--- src/hw/rtl/b2bcd_pkg.sv ---
// Shared constants, types and arithmetic helpers for the binary to packed BCD converter.
package b2bcd_pkg;

  localparam int unsigned ValueW          = 32;
  localparam int unsigned CountW          = 3;
  localparam int unsigned ByteW           = 8;
  localparam int unsigned IdxW            = 3;
  localparam int unsigned MaxBytesDefault = 5;
  localparam int unsigned InTdataW        = 40;
  localparam int unsigned OutTdataW       = 16;

  // floor(v / 100) == (v * Div100Magic) >> Div100Shift for every 32-bit v.
  localparam logic [ValueW-1:0] Div100Magic = 32'd1374389535;
  localparam int unsigned       Div100Shift = 37;

  typedef struct packed {
    logic [ValueW-1:0] value;
    logic [CountW-1:0] count;
    logic              bad;
  } b2bcd_item_t;

  function automatic logic [ValueW-1:0] div100(logic [ValueW-1:0] v);
    logic [2*ValueW-1:0] prod;
    prod = {{ValueW{1'b0}}, v} * {{ValueW{1'b0}}, Div100Magic};
    return ValueW'(prod >> Div100Shift);
  endfunction

  // Splits a value below 100 into tens and units nibbles.
  function automatic logic [ByteW-1:0] pair_to_bcd(logic [6:0] r);
    logic [14:0] t;
    logic [3:0]  tens;
    logic [6:0]  tens_x10;
    logic [6:0]  units;
    t        = 15'(r) * 15'd205;
    tens     = t[14:11];
    tens_x10 = 7'(tens) * 7'd10;
    units    = r - tens_x10;
    return {tens, units[3:0]};
  endfunction

endpackage

--- src/hw/rtl/binary_to_packed_bcd.sv ---
// Top level of the binary to packed BCD converter: input stage, job queue and engine.
//
// Channel   Dir  tdata (low bit up)                         tlast    tuser
// s_axis    in   value[31:0], byte_count[34:32], pad to 40  -        -
// m_axis    out  bcd_byte[7:0], byte_index[10:8], pad to 16 is_last  bad_count
//
// Each input word yields byte_count output words (one for a rejected count), least
// significant digit pair first; the engine delivers one word per cycle while the output
// is not stalled. The engine divides by 100 with one reciprocal multiply per cycle
// unless the output stalls; that loop sets the rate.
// Reset (rst_ni, asynchronous, active low) empties the queue and all pipeline stages.
// A stalled output holds its word; the queue lets the input side keep accepting until full.
module binary_to_packed_bcd #(
  parameter int unsigned MAX_BYTES = b2bcd_pkg::MaxBytesDefault
) (
  input  logic                                clk_i,
  input  logic                                rst_ni,
  input  logic                                s_axis_tvalid,
  output logic                                s_axis_tready,
  // value[31:0], byte_count[34:32], zeros above.
  input  logic [b2bcd_pkg::InTdataW-1:0]      s_axis_tdata,
  output logic                                m_axis_tvalid,
  input  logic                                m_axis_tready,
  // bcd_byte[7:0], byte_index[10:8], zeros above.
  output logic [b2bcd_pkg::OutTdataW-1:0]     m_axis_tdata,
  output logic                                m_axis_tlast,
  // bad_count.
  output logic                                m_axis_tuser
);

  logic                           push;
  logic                           full;
  logic                           pop;
  logic                           job_valid;
  b2bcd_pkg::b2bcd_item_t         front_item;
  b2bcd_pkg::b2bcd_item_t         job;
  logic [b2bcd_pkg::ByteW-1:0]    bcd_byte;
  logic [b2bcd_pkg::IdxW-1:0]     byte_index;

  // The input stage splits tdata into fields and flags counts out of range.
  b2bcd_front #(
    .MAX_BYTES (MAX_BYTES)
  ) u_front (
    .clk_i      (clk_i),
    .rst_ni     (rst_ni),
    .in_valid_i (s_axis_tvalid),
    .in_ready_o (s_axis_tready),
    .value_i    (s_axis_tdata[31:0]),
    .count_i    (s_axis_tdata[34:32]),
    .full_i     (full),
    .push_o     (push),
    .item_o     (front_item)
  );

  // The queue decouples acceptance from the multi-cycle conversion.
  b2bcd_fifo u_fifo (
    .clk_i   (clk_i),
    .rst_ni  (rst_ni),
    .push_i  (push),
    .item_i  (front_item),
    .full_o  (full),
    .pop_i   (pop),
    .valid_o (job_valid),
    .item_o  (job)
  );

  // The engine emits one packed BCD byte per cycle into its output register when not stalled.
  b2bcd_back #(
    .MAX_BYTES (MAX_BYTES)
  ) u_back (
    .clk_i        (clk_i),
    .rst_ni       (rst_ni),
    .job_valid_i  (job_valid),
    .job_i        (job),
    .pop_o        (pop),
    .out_valid_o  (m_axis_tvalid),
    .out_ready_i  (m_axis_tready),
    .bcd_byte_o   (bcd_byte),
    .byte_index_o (byte_index),
    .is_last_o    (m_axis_tlast),
    .bad_count_o  (m_axis_tuser)
  );

  assign m_axis_tdata = {5'd0, byte_index, bcd_byte};

endmodule

--- src/hw/rtl/b2bcd_front.sv ---
// Input stage: takes words, checks the byte count and hands jobs to the queue.
module b2bcd_front #(
  parameter int unsigned MAX_BYTES = b2bcd_pkg::MaxBytesDefault
) (
  input  logic                           clk_i,
  input  logic                           rst_ni,
  input  logic                           in_valid_i,
  output logic                           in_ready_o,
  input  logic [b2bcd_pkg::ValueW-1:0]   value_i,
  input  logic [b2bcd_pkg::CountW-1:0]   count_i,
  input  logic                           full_i,
  output logic                           push_o,
  output b2bcd_pkg::b2bcd_item_t         item_o
);

  logic                   valid_q;
  logic                   valid_d;
  b2bcd_pkg::b2bcd_item_t item_q;
  logic                   bad;

  assign bad        = (count_i == '0) || (int'(count_i) > int'(MAX_BYTES));
  assign push_o     = valid_q && !full_i;
  assign in_ready_o = !valid_q || push_o;
  assign item_o     = item_q;

  always_comb begin
    valid_d = valid_q;
    if (in_ready_o) begin
      valid_d = in_valid_i;
    end
  end

  always_ff @(posedge clk_i or negedge rst_ni) begin
    if (!rst_ni) begin
      valid_q <= 1'b0;
    end else begin
      valid_q <= valid_d;
    end
  end

  always_ff @(posedge clk_i) begin
    if (in_ready_o && in_valid_i) begin
      item_q.value <= value_i;
      item_q.count <= count_i;
      item_q.bad   <= bad;
    end
  end

endmodule

--- src/hw/rtl/b2bcd_fifo.sv ---
// Two-entry job queue between the input stage and the conversion engine.
module b2bcd_fifo (
  input  logic                   clk_i,
  input  logic                   rst_ni,
  input  logic                   push_i,
  input  b2bcd_pkg::b2bcd_item_t item_i,
  output logic                   full_o,
  input  logic                   pop_i,
  output logic                   valid_o,
  output b2bcd_pkg::b2bcd_item_t item_o
);

  b2bcd_pkg::b2bcd_item_t mem_q [2];
  logic                   wr_ptr_q;
  logic                   rd_ptr_q;
  logic [1:0]             cnt_q;
  logic [1:0]             cnt_d;

  assign full_o  = (cnt_q == 2'd2);
  assign valid_o = (cnt_q != 2'd0);
  assign item_o  = mem_q[rd_ptr_q];

  always_comb begin
    cnt_d = cnt_q;
    if (push_i && !pop_i) begin
      cnt_d = cnt_q + 2'd1;
    end else if (pop_i && !push_i) begin
      cnt_d = cnt_q - 2'd1;
    end
  end

  always_ff @(posedge clk_i or negedge rst_ni) begin
    if (!rst_ni) begin
      wr_ptr_q <= 1'b0;
      rd_ptr_q <= 1'b0;
      cnt_q    <= 2'd0;
    end else begin
      cnt_q <= cnt_d;
      if (push_i) begin
        wr_ptr_q <= !wr_ptr_q;
      end
      if (pop_i) begin
        rd_ptr_q <= !rd_ptr_q;
      end
    end
  end

  always_ff @(posedge clk_i) begin
    if (push_i) begin
      mem_q[wr_ptr_q] <= item_i;
    end
  end

endmodule

--- src/hw/rtl/b2bcd_back.sv ---
// Conversion engine: emits one digit pair per unstalled cycle to the output register.
module b2bcd_back #(
  parameter int unsigned MAX_BYTES = b2bcd_pkg::MaxBytesDefault
) (
  input  logic                           clk_i,
  input  logic                           rst_ni,
  input  logic                           job_valid_i,
  input  b2bcd_pkg::b2bcd_item_t         job_i,
  output logic                           pop_o,
  output logic                           out_valid_o,
  input  logic                           out_ready_i,
  output logic [b2bcd_pkg::ByteW-1:0]    bcd_byte_o,
  output logic [b2bcd_pkg::IdxW-1:0]     byte_index_o,
  output logic                           is_last_o,
  output logic                           bad_count_o
);

  localparam int unsigned LeftW = $clog2(MAX_BYTES + 1);

  // Job register: value still to divide and bytes left.
  logic                          busy_q;
  logic                          busy_d;
  logic [b2bcd_pkg::ValueW-1:0]  v_q;
  logic [LeftW-1:0]              left_q;
  logic [b2bcd_pkg::IdxW-1:0]    idx_q;
  logic                          bad_q;

  // Divide stage: low bits of dividend and quotient.
  logic                          s2_valid_q;
  logic                          s2_valid_d;
  logic [6:0]                    s2_v_q;
  logic [6:0]                    s2_quo_q;
  logic [b2bcd_pkg::IdxW-1:0]    s2_idx_q;
  logic                          s2_last_q;
  logic                          s2_bad_q;

  // Output register.
  logic                          out_valid_q;
  logic                          out_valid_d;
  logic [b2bcd_pkg::ByteW-1:0]   out_byte_q;
  logic [b2bcd_pkg::IdxW-1:0]    out_idx_q;
  logic                          out_last_q;
  logic                          out_bad_q;

  logic                          out_adv;
  logic                          s2_adv;
  logic                          emit;
  logic                          job_last;
  logic [b2bcd_pkg::ValueW-1:0]  quo;
  logic [6:0]                    quo_x100;
  logic [6:0]                    rem;

  assign out_adv  = !out_valid_q || out_ready_i;
  assign s2_adv   = !s2_valid_q || out_adv;
  assign emit     = busy_q && s2_adv;
  assign job_last = (left_q == LeftW'(1));
  assign pop_o    = job_valid_i && (!busy_q || (emit && job_last));
  assign quo      = b2bcd_pkg::div100(v_q);

  // Remainder fits in seven bits, so only the low bits take part.
  assign quo_x100 = s2_quo_q * 7'd100;
  assign rem      = s2_v_q - quo_x100;

  always_comb begin
    busy_d = busy_q;
    if (pop_o) begin
      busy_d = 1'b1;
    end else if (emit && job_last) begin
      busy_d = 1'b0;
    end
  end

  always_comb begin
    s2_valid_d = s2_valid_q;
    if (s2_adv) begin
      s2_valid_d = emit;
    end
    out_valid_d = out_valid_q;
    if (out_adv) begin
      out_valid_d = s2_valid_q;
    end
  end

  always_ff @(posedge clk_i or negedge rst_ni) begin
    if (!rst_ni) begin
      busy_q      <= 1'b0;
      s2_valid_q  <= 1'b0;
      out_valid_q <= 1'b0;
    end else begin
      busy_q      <= busy_d;
      s2_valid_q  <= s2_valid_d;
      out_valid_q <= out_valid_d;
    end
  end

  always_ff @(posedge clk_i) begin
    if (pop_o) begin
      // A rejected count turns into a single zero byte.
      v_q    <= job_i.bad ? '0 : job_i.value;
      left_q <= job_i.bad ? LeftW'(1) : LeftW'(job_i.count);
      idx_q  <= '0;
      bad_q  <= job_i.bad;
    end else if (emit) begin
      v_q    <= quo;
      left_q <= left_q - LeftW'(1);
      idx_q  <= idx_q + b2bcd_pkg::IdxW'(1);
    end
    if (emit) begin
      s2_v_q    <= v_q[6:0];
      s2_quo_q  <= quo[6:0];
      s2_idx_q  <= idx_q;
      s2_last_q <= job_last;
      s2_bad_q  <= bad_q;
    end
    if (out_adv && s2_valid_q) begin
      out_byte_q <= b2bcd_pkg::pair_to_bcd(rem);
      out_idx_q  <= s2_idx_q;
      out_last_q <= s2_last_q;
      out_bad_q  <= s2_bad_q;
    end
  end

  assign out_valid_o  = out_valid_q;
  assign bcd_byte_o   = out_byte_q;
  assign byte_index_o = out_idx_q;
  assign is_last_o    = out_last_q;
  assign bad_count_o  = out_bad_q;

endmodule

--- config.mk ---
export PLATFORM = sky130hd
export DESIGN_NAME = binary_to_packed_bcd
export DESIGN_NICKNAME = d
export VERILOG_FILES = /design/src/hw/rtl/b2bcd_pkg.sv /design/src/hw/rtl/binary_to_packed_bcd.sv /design/src/hw/rtl/b2bcd_front.sv /design/src/hw/rtl/b2bcd_fifo.sv /design/src/hw/rtl/b2bcd_back.sv
export SDC_FILE = /design/constraint.sdc
export NUM_CORES = 1
export LEC_CHECK = 0
export BUFFER_PORTS_ARGS = -buffer_cell sky130_fd_sc_hd__buf_2
export CAP_MARGIN = 20
export CORE_MARGIN = 10
export CORE_UTILIZATION = 40
export CTS_BUF_LIST = sky130_fd_sc_hd__clkbuf_16
export CTS_CLUSTER_SIZE = 12
export DETAILED_ROUTE_END_ITERATION = 8
export GPL_TIMING_DRIVEN = 0
export REMOVE_ABC_BUFFERS = 1
export SETUP_SLACK_MARGIN = 0.4
export SKIP_LAST_GASP = 1
export SLEW_MARGIN = 20
export SYNTH_ARGS = -nofsm -noshare
export SYNTH_HDL_FRONTEND = slang
export SYNTH_SLANG_ARGS = --single-unit
--- constraint.sdc ---
create_clock -name clk_i -period 8.7 [get_ports clk_i]
set_input_delay 1.74 -clock clk_i [delete_from_list [all_inputs] [get_ports clk_i]]
set_output_delay 1.74 -clock clk_i [all_outputs]
set_load 0.1 [all_outputs]
* Word level (Yosys, flattened, before mapping) *
Memories as Yosys holds them, arrays and structs flattened.
Index checks and enable logic that the tools add are counted.

operators by class
  equal/unequal tests = 2
  reduce and logical (&&, ||, !) cells = 27
  multiply operators = 4
  $lt $le $gt $ge = 1
  add/subtract/negate cells = 6
  mux-type cells = 12

operators with widths
  kind                    number
  $mux 32                 3
  $mul 32x31->63 const B  1
  $mul 7x8->15 const B    1
  $logic_not 1->1         9
  $mux 3                  3
  $logic_and 1x1->1       8
  $reduce_bool 2->1       4
  $mul 7x5->5 const B     1
  $sub 7x7->7             1
  $logic_or 1x1->1        5
  $mul 4x3->3 const B     1
  $mux 1                  4
  $mux 2                  2
  $sub 4x4->4             1
  $add 3x1->3 const B     1
  $eq 3x1->1 const B      1
  $gt 3x3->1 const B      1
  $logic_not 3->1         1
  $sub 3x1->3 const B     1
  $add 2x1->2 const B     1
  $eq 2x2->1 const B      1
  $sub 2x1->2 const B     1

word-level totals
  register bits after elaboration = 115
  RAM bits = 72
  input port bits = 44
  memories kept = 1

memory list
  memory        words  width  read ports  clocked after Yosys merged registers in  write ports  line              source
  u_fifo.mem_q  2      36     1           0                                        1            b2bcd_fifo.sv:13  b2bcd_pkg::b2bcd_item_t mem_q [2];

* Logic depth before layout (Yosys ltp) *
  word-level depth = 10
  depth in mapped cells = 25

* Cells and area by module *
A second synthesis with hierarchy kept.

unflattened totals
  cell total of the unflattened synthesis = 2201
  area, all modules = 24967.7 sq um

by module, submodules not included
  module                cells each  times used  area each (sq um)
  b2bcd_back            2024        1           20847.5
  b2bcd_fifo            128         1           2936.6
  b2bcd_front           43          1           1142.3
  binary_to_packed_bcd  6           1           41.3

* Worst setup path before layout *
Ideal clock, no wire load.

  path type = register to register
  from = reg u_back.v_q[12] in the netlist's numbering
  to = reg u_back.v_q[22] in the netlist's numbering (data pin)
  stages on the path, launching flop included = 23
  path slack = 2.132 ns
  buffers on the path = 0
  arrival time = 6.292 ns
  clock period less this slack = 6.568 ns
  setup time = 0.275 ns
  required time = 8.425 ns
  cell sequence = edfxtp_1 ha_1 fa_1 fa_1 inv_1 fa_1 inv_1 fa_1 fa_1 fa_1 inv_1 fa_1 inv_1 ha_1 and2_1 and3_4 a221oi_4 nand4_2 o221ai_2 nand2_2 o2111ai_2 nor3b_1 o32ai_1

on the way
  cells in the longest elaborated chain, start to end = 3

ends and longest elaborated chain
  item                    line               source
  from (decl)             b2bcd_back.sv:23   logic [b2bcd_pkg::ValueW-1:0] v_q;
  from (signal assigned)  b2bcd_back.sv:99   v_q <= job_i.bad ? '0 : job_i.value;
  from (signal assigned)  b2bcd_back.sv:104  v_q <= quo;
  $mul 32x31->63          b2bcd_pkg.sv:24    prod = {{ValueW{1'b0}}, v} * {{ValueW{1'b0}}, Div100Magic};
  $mux 32                 b2bcd_back.sv:103  end else if (emit) begin
  $mux 32                 b2bcd_back.sv:97   if (pop_o) begin

Every way passes these cells. The select of a mux whose other input is x is not followed.
A chain may end at the register's enable or synchronous reset.

* Final worst setup path *
  from = reg u_back.v_q[13] in the netlist's numbering
  to = reg u_back.v_q[2] in the netlist's numbering (data pin)

on the way
  cells in the longest elaborated chain, start to end = 3

ends and longest elaborated chain
  item                     line               source
  $mul 32x31->63           b2bcd_pkg.sv:24
  net u_back.quo, one bit  b2bcd_back.sv:49   logic [b2bcd_pkg::ValueW-1:0] quo;
  $mux 32                  b2bcd_back.sv:103
  $mux 32                  b2bcd_back.sv:97

The timed path passes the listed nets, and every way through them passes these cells. The select of a mux whose other input is x is not followed.

==> impl_metrics.toml <==
[synth]
mean_post_synth_cell_area_sq_um = 11.3
synth.ff_latch_count = 185
post_synth_num_cell_types = 71
synth_top_cell_by_area = "sky130_fd_sc_hd__fa_1"
synth-edff-count = 174
synth.top_cell.area_share = 0.324
post_synth_design_cell_area_sq_um = 24600
seq_area_frac_synth = 0.223
synth.area.top_cells = "sky130_fd_sc_hd__fa_1, sky130_fd_sc_hd__ha_1, sky130_fd_sc_hd__edfxtp_1, sky130_fd_sc_hd__inv_1, sky130_fd_sc_hd__a21oi_1"
postSynth.asyncResetShare = 0.0432
netlist_instances = 2171
ys.warnings.count = 0
synth_flop_cell = "sky130_fd_sc_hd__edfxtp_1"

[routing]
avgRoutedWirePerCell_um = 19.9
drc = 0
post_drt_via_cell_ratio = 5.02
number_of_optimization_iterations_in_the_first_detailed_route_pass = 5
vias = 15200
first_iter_violations = 923
postRouteAntennaNets = 0
totalWireLength_um = 60000

[global_routing]
grt_first_pass_wirelength_um = 97100
largest_net_degree_at_the_start_of_global_routing = 35
antenna_found_initial = 0
globalRoute.totalOverflow = 0
globalRouteTotalUtil = 0.177
number_of_global_route_vias_before_repair = 17000

[critical_path]
critical-path-top-delay-family = "adder cells"
worst_ep_arrival_time_ns = 8.20
worst_r2r_path_depth = 20
crit_chain = "ha_1 > fa_1 > fa_1 > fa_1 > fa_1 > fa_1 > fa_1 > inv_1 > fa_1 > inv_1 > ha_1 > nand4_1 > nor2_1 > nand4_1 > a221oi_1 > a21oi_1 > a211o_1 > nand2_1 > xor2_1 > a21o_1"
cpMostUsedCell = "sky130_fd_sc_hd__fa_1"
critPathKind = "reg2reg"
largest_driver_fanout_on_the_critical_path = 10
timing.critical_path.from_type = "flop"
cp_num_buf_inv = 2
cp.required_ns = 9.01
end_kind = "flop"
cp.depth = 20
timing.critical_path.slowest_cell_delay_ns = 0.91
cpMaxStageDelayCell = "sky130_fd_sc_hd__edfxtp_1"

[timing]
fin_crit_ns = 7.89
timing_worst_slew_pin_value_ns = 0.997
max_slew_margin = 0.331
finalSetupViolCount = 0
max_frequency_mhz = 127
layout_worst_path_cycle_share = 0.907
maxSlewViolCount = 0
final.setup.tns_ns = 0
hold-worst-slack_ns = 0.414
rsz_0062_raised_after_global_routing = "no"
timing.clock.skew_ns = 0.0120
hold_violations = 0
worst_slack_ns = 0.806

[placement]
port_buffers = 53
place_hpwl_um = 52600
gpl.final_weighted_congestion = 0.938
post-place-cells = 2992
post-place-ws_ns = 0.810

[cts]
clock_root_cell = "sky130_fd_sc_hd__clkbuf_16"
bufs_on_longest_clock_path = 2
numClockSinks = 185
cts_setup_buffers = 0
cts_buffers = 17
cts_max_level = 4
cts-hold-fix-buffers = 0
clock_latency_ns = 0.44
post_cts_resize_count = 0
worst_setup_hold_path_clk_slew_ns = 0.07
tritoncts = "done"

[die]
die_area_sq_um = 71900
start_util = 0.406
fp.coreArea_sq_um = 60700
ios = 64
die_boundary_height_um = 268
placementRows = 90
die_w_um = 268

[worst_hold_path]
hold_path_depth = 0
min-delay-path-class = "reg2reg"

[final_layout]
leading_cell_types_in_the_layout_fill_and_taps_excluded = "sky130_fd_sc_hd__inv_1, sky130_fd_sc_hd__ha_1, sky130_fd_sc_hd__fa_1"
nets = 3108
finished_layout_cells = 3024
area_delta_synth_final_pct = 7.46
fraction_of_final_layout_cells_sized_beyond_drive_strength_1 = 0.0531
most_common_library_cell_in_the_layout_ignoring_fill_and_taps = "sky130_fd_sc_hd__inv_1"
antennaDiodeCount = 0

[job]
maximum_capacitance_violations = 0

[status]
status = "complete, no violations"
==> worst register-to-register path: cells and delay by family, from the launching register on <==
kind	cells	cell delay, ns
simple gates	4	0.74
compound gates	4	1.22
flops	1	0.91
fa+ha+maj	9	4.48
buf+inv	2	0.15
xor+xnor	1	0.30
==> flip-flops by register name, indices dropped and copies added, names as in the netlist, 2 cells and up <==
signal	cells
u_front.item_o	36
u_fifo.cnt_q	2
u_back.v_q	32
u_back.s2_v_q	7
u_fifo.mem_q	72
u_back.left_q	3
u_back.s2_idx_q	3
u_back.idx_q	3
u_back.byte_index_o	3
u_back.bcd_byte_o	8
u_back.s2_quo_q	5
==> cell usage after synthesis (10+ instances only) <==
library cell	count
sky130_fd_sc_hd__mux2i_1	34
sky130_fd_sc_hd__a21o_1	30
sky130_fd_sc_hd__fa_1	399
sky130_fd_sc_hd__xnor2_1	24
sky130_fd_sc_hd__nor2_1	36
sky130_fd_sc_hd__nand2_1	58
sky130_fd_sc_hd__nand4_1	15
sky130_fd_sc_hd__xor2_1	21
sky130_fd_sc_hd__o22ai_1	12
sky130_fd_sc_hd__inv_1	629
sky130_fd_sc_hd__nand3_1	12
sky130_fd_sc_hd__o21bai_1	11
sky130_fd_sc_hd__ha_1	436
sky130_fd_sc_hd__nor3_1	12
sky130_fd_sc_hd__a21oi_1	74
sky130_fd_sc_hd__edfxtp_1	174
sky130_fd_sc_hd__and3_1	10
sky130_fd_sc_hd__o21ai_0	29
sky130_fd_sc_hd__clkbuf_1	13
==> kinds of logic after synthesis <==
logic type / after synthesis / synth area share
compound gates: 233 / 0.0633
xor+xnor: 45 / 0.0160
fa+ha+maj: 835 / 0.546
buf+inv: 653 / 0.101
flops: 185 / 0.223
mux: 35 / 0.0143
other cells: 1 / 0.000152
simple gates: 184 / 0.0374
==> worst paths after layout <==
| path | start | to | slack, ns |
|---|---|---|---|
| max | u_back.v_q[13] | u_back.v_q[2] | 0.81 |
| min | u_back.s2_idx_q[0] | u_back.byte_index_o[0] | 0.41 |
| max reg2reg | u_back.v_q[13] | u_back.v_q[2] | 0.81 |
| min reg2reg | u_back.s2_idx_q[0] | u_back.byte_index_o[0] | 0.41 |
| max in group asynchronous | rst_ni | u_fifo.rd_ptr_q | 7.35 |
| min in group asynchronous | rst_ni | u_front.valid_q | 1.15 |
==> metal layers <==
metal,vias to the layer above,wire length (um),GRT usage
met1,7713,26700,0.240
met5,-,0,0
met3,40,3470,0.0271
li1,7080,-,-
met4,0,769,0.0324
met2,343,29100,0.297
==> layout make-up <==
type                    instances  area [sq um]
inverters                     629          2360
well taps                     782           978
repair buffers                 59           384
clock inverters                15           124
fillers                      5638         34200
clock buffers                  17           425
flip-flops and latches        185          5490
multi-input cells            1337         16700
==> per-stage QoR <==
step	utilization	cell area, sq um
final	0.436	26500
after global placement	0.425	25800
after detailed placement	0.427	25900
after CTS	0.436	26500
after global routing	0.436	26500
after floorplan	-	24500
Power is left out: the tool's default activity adds up to more than one toggle a clock period on the data nets, which glitch-free logic cannot reach.
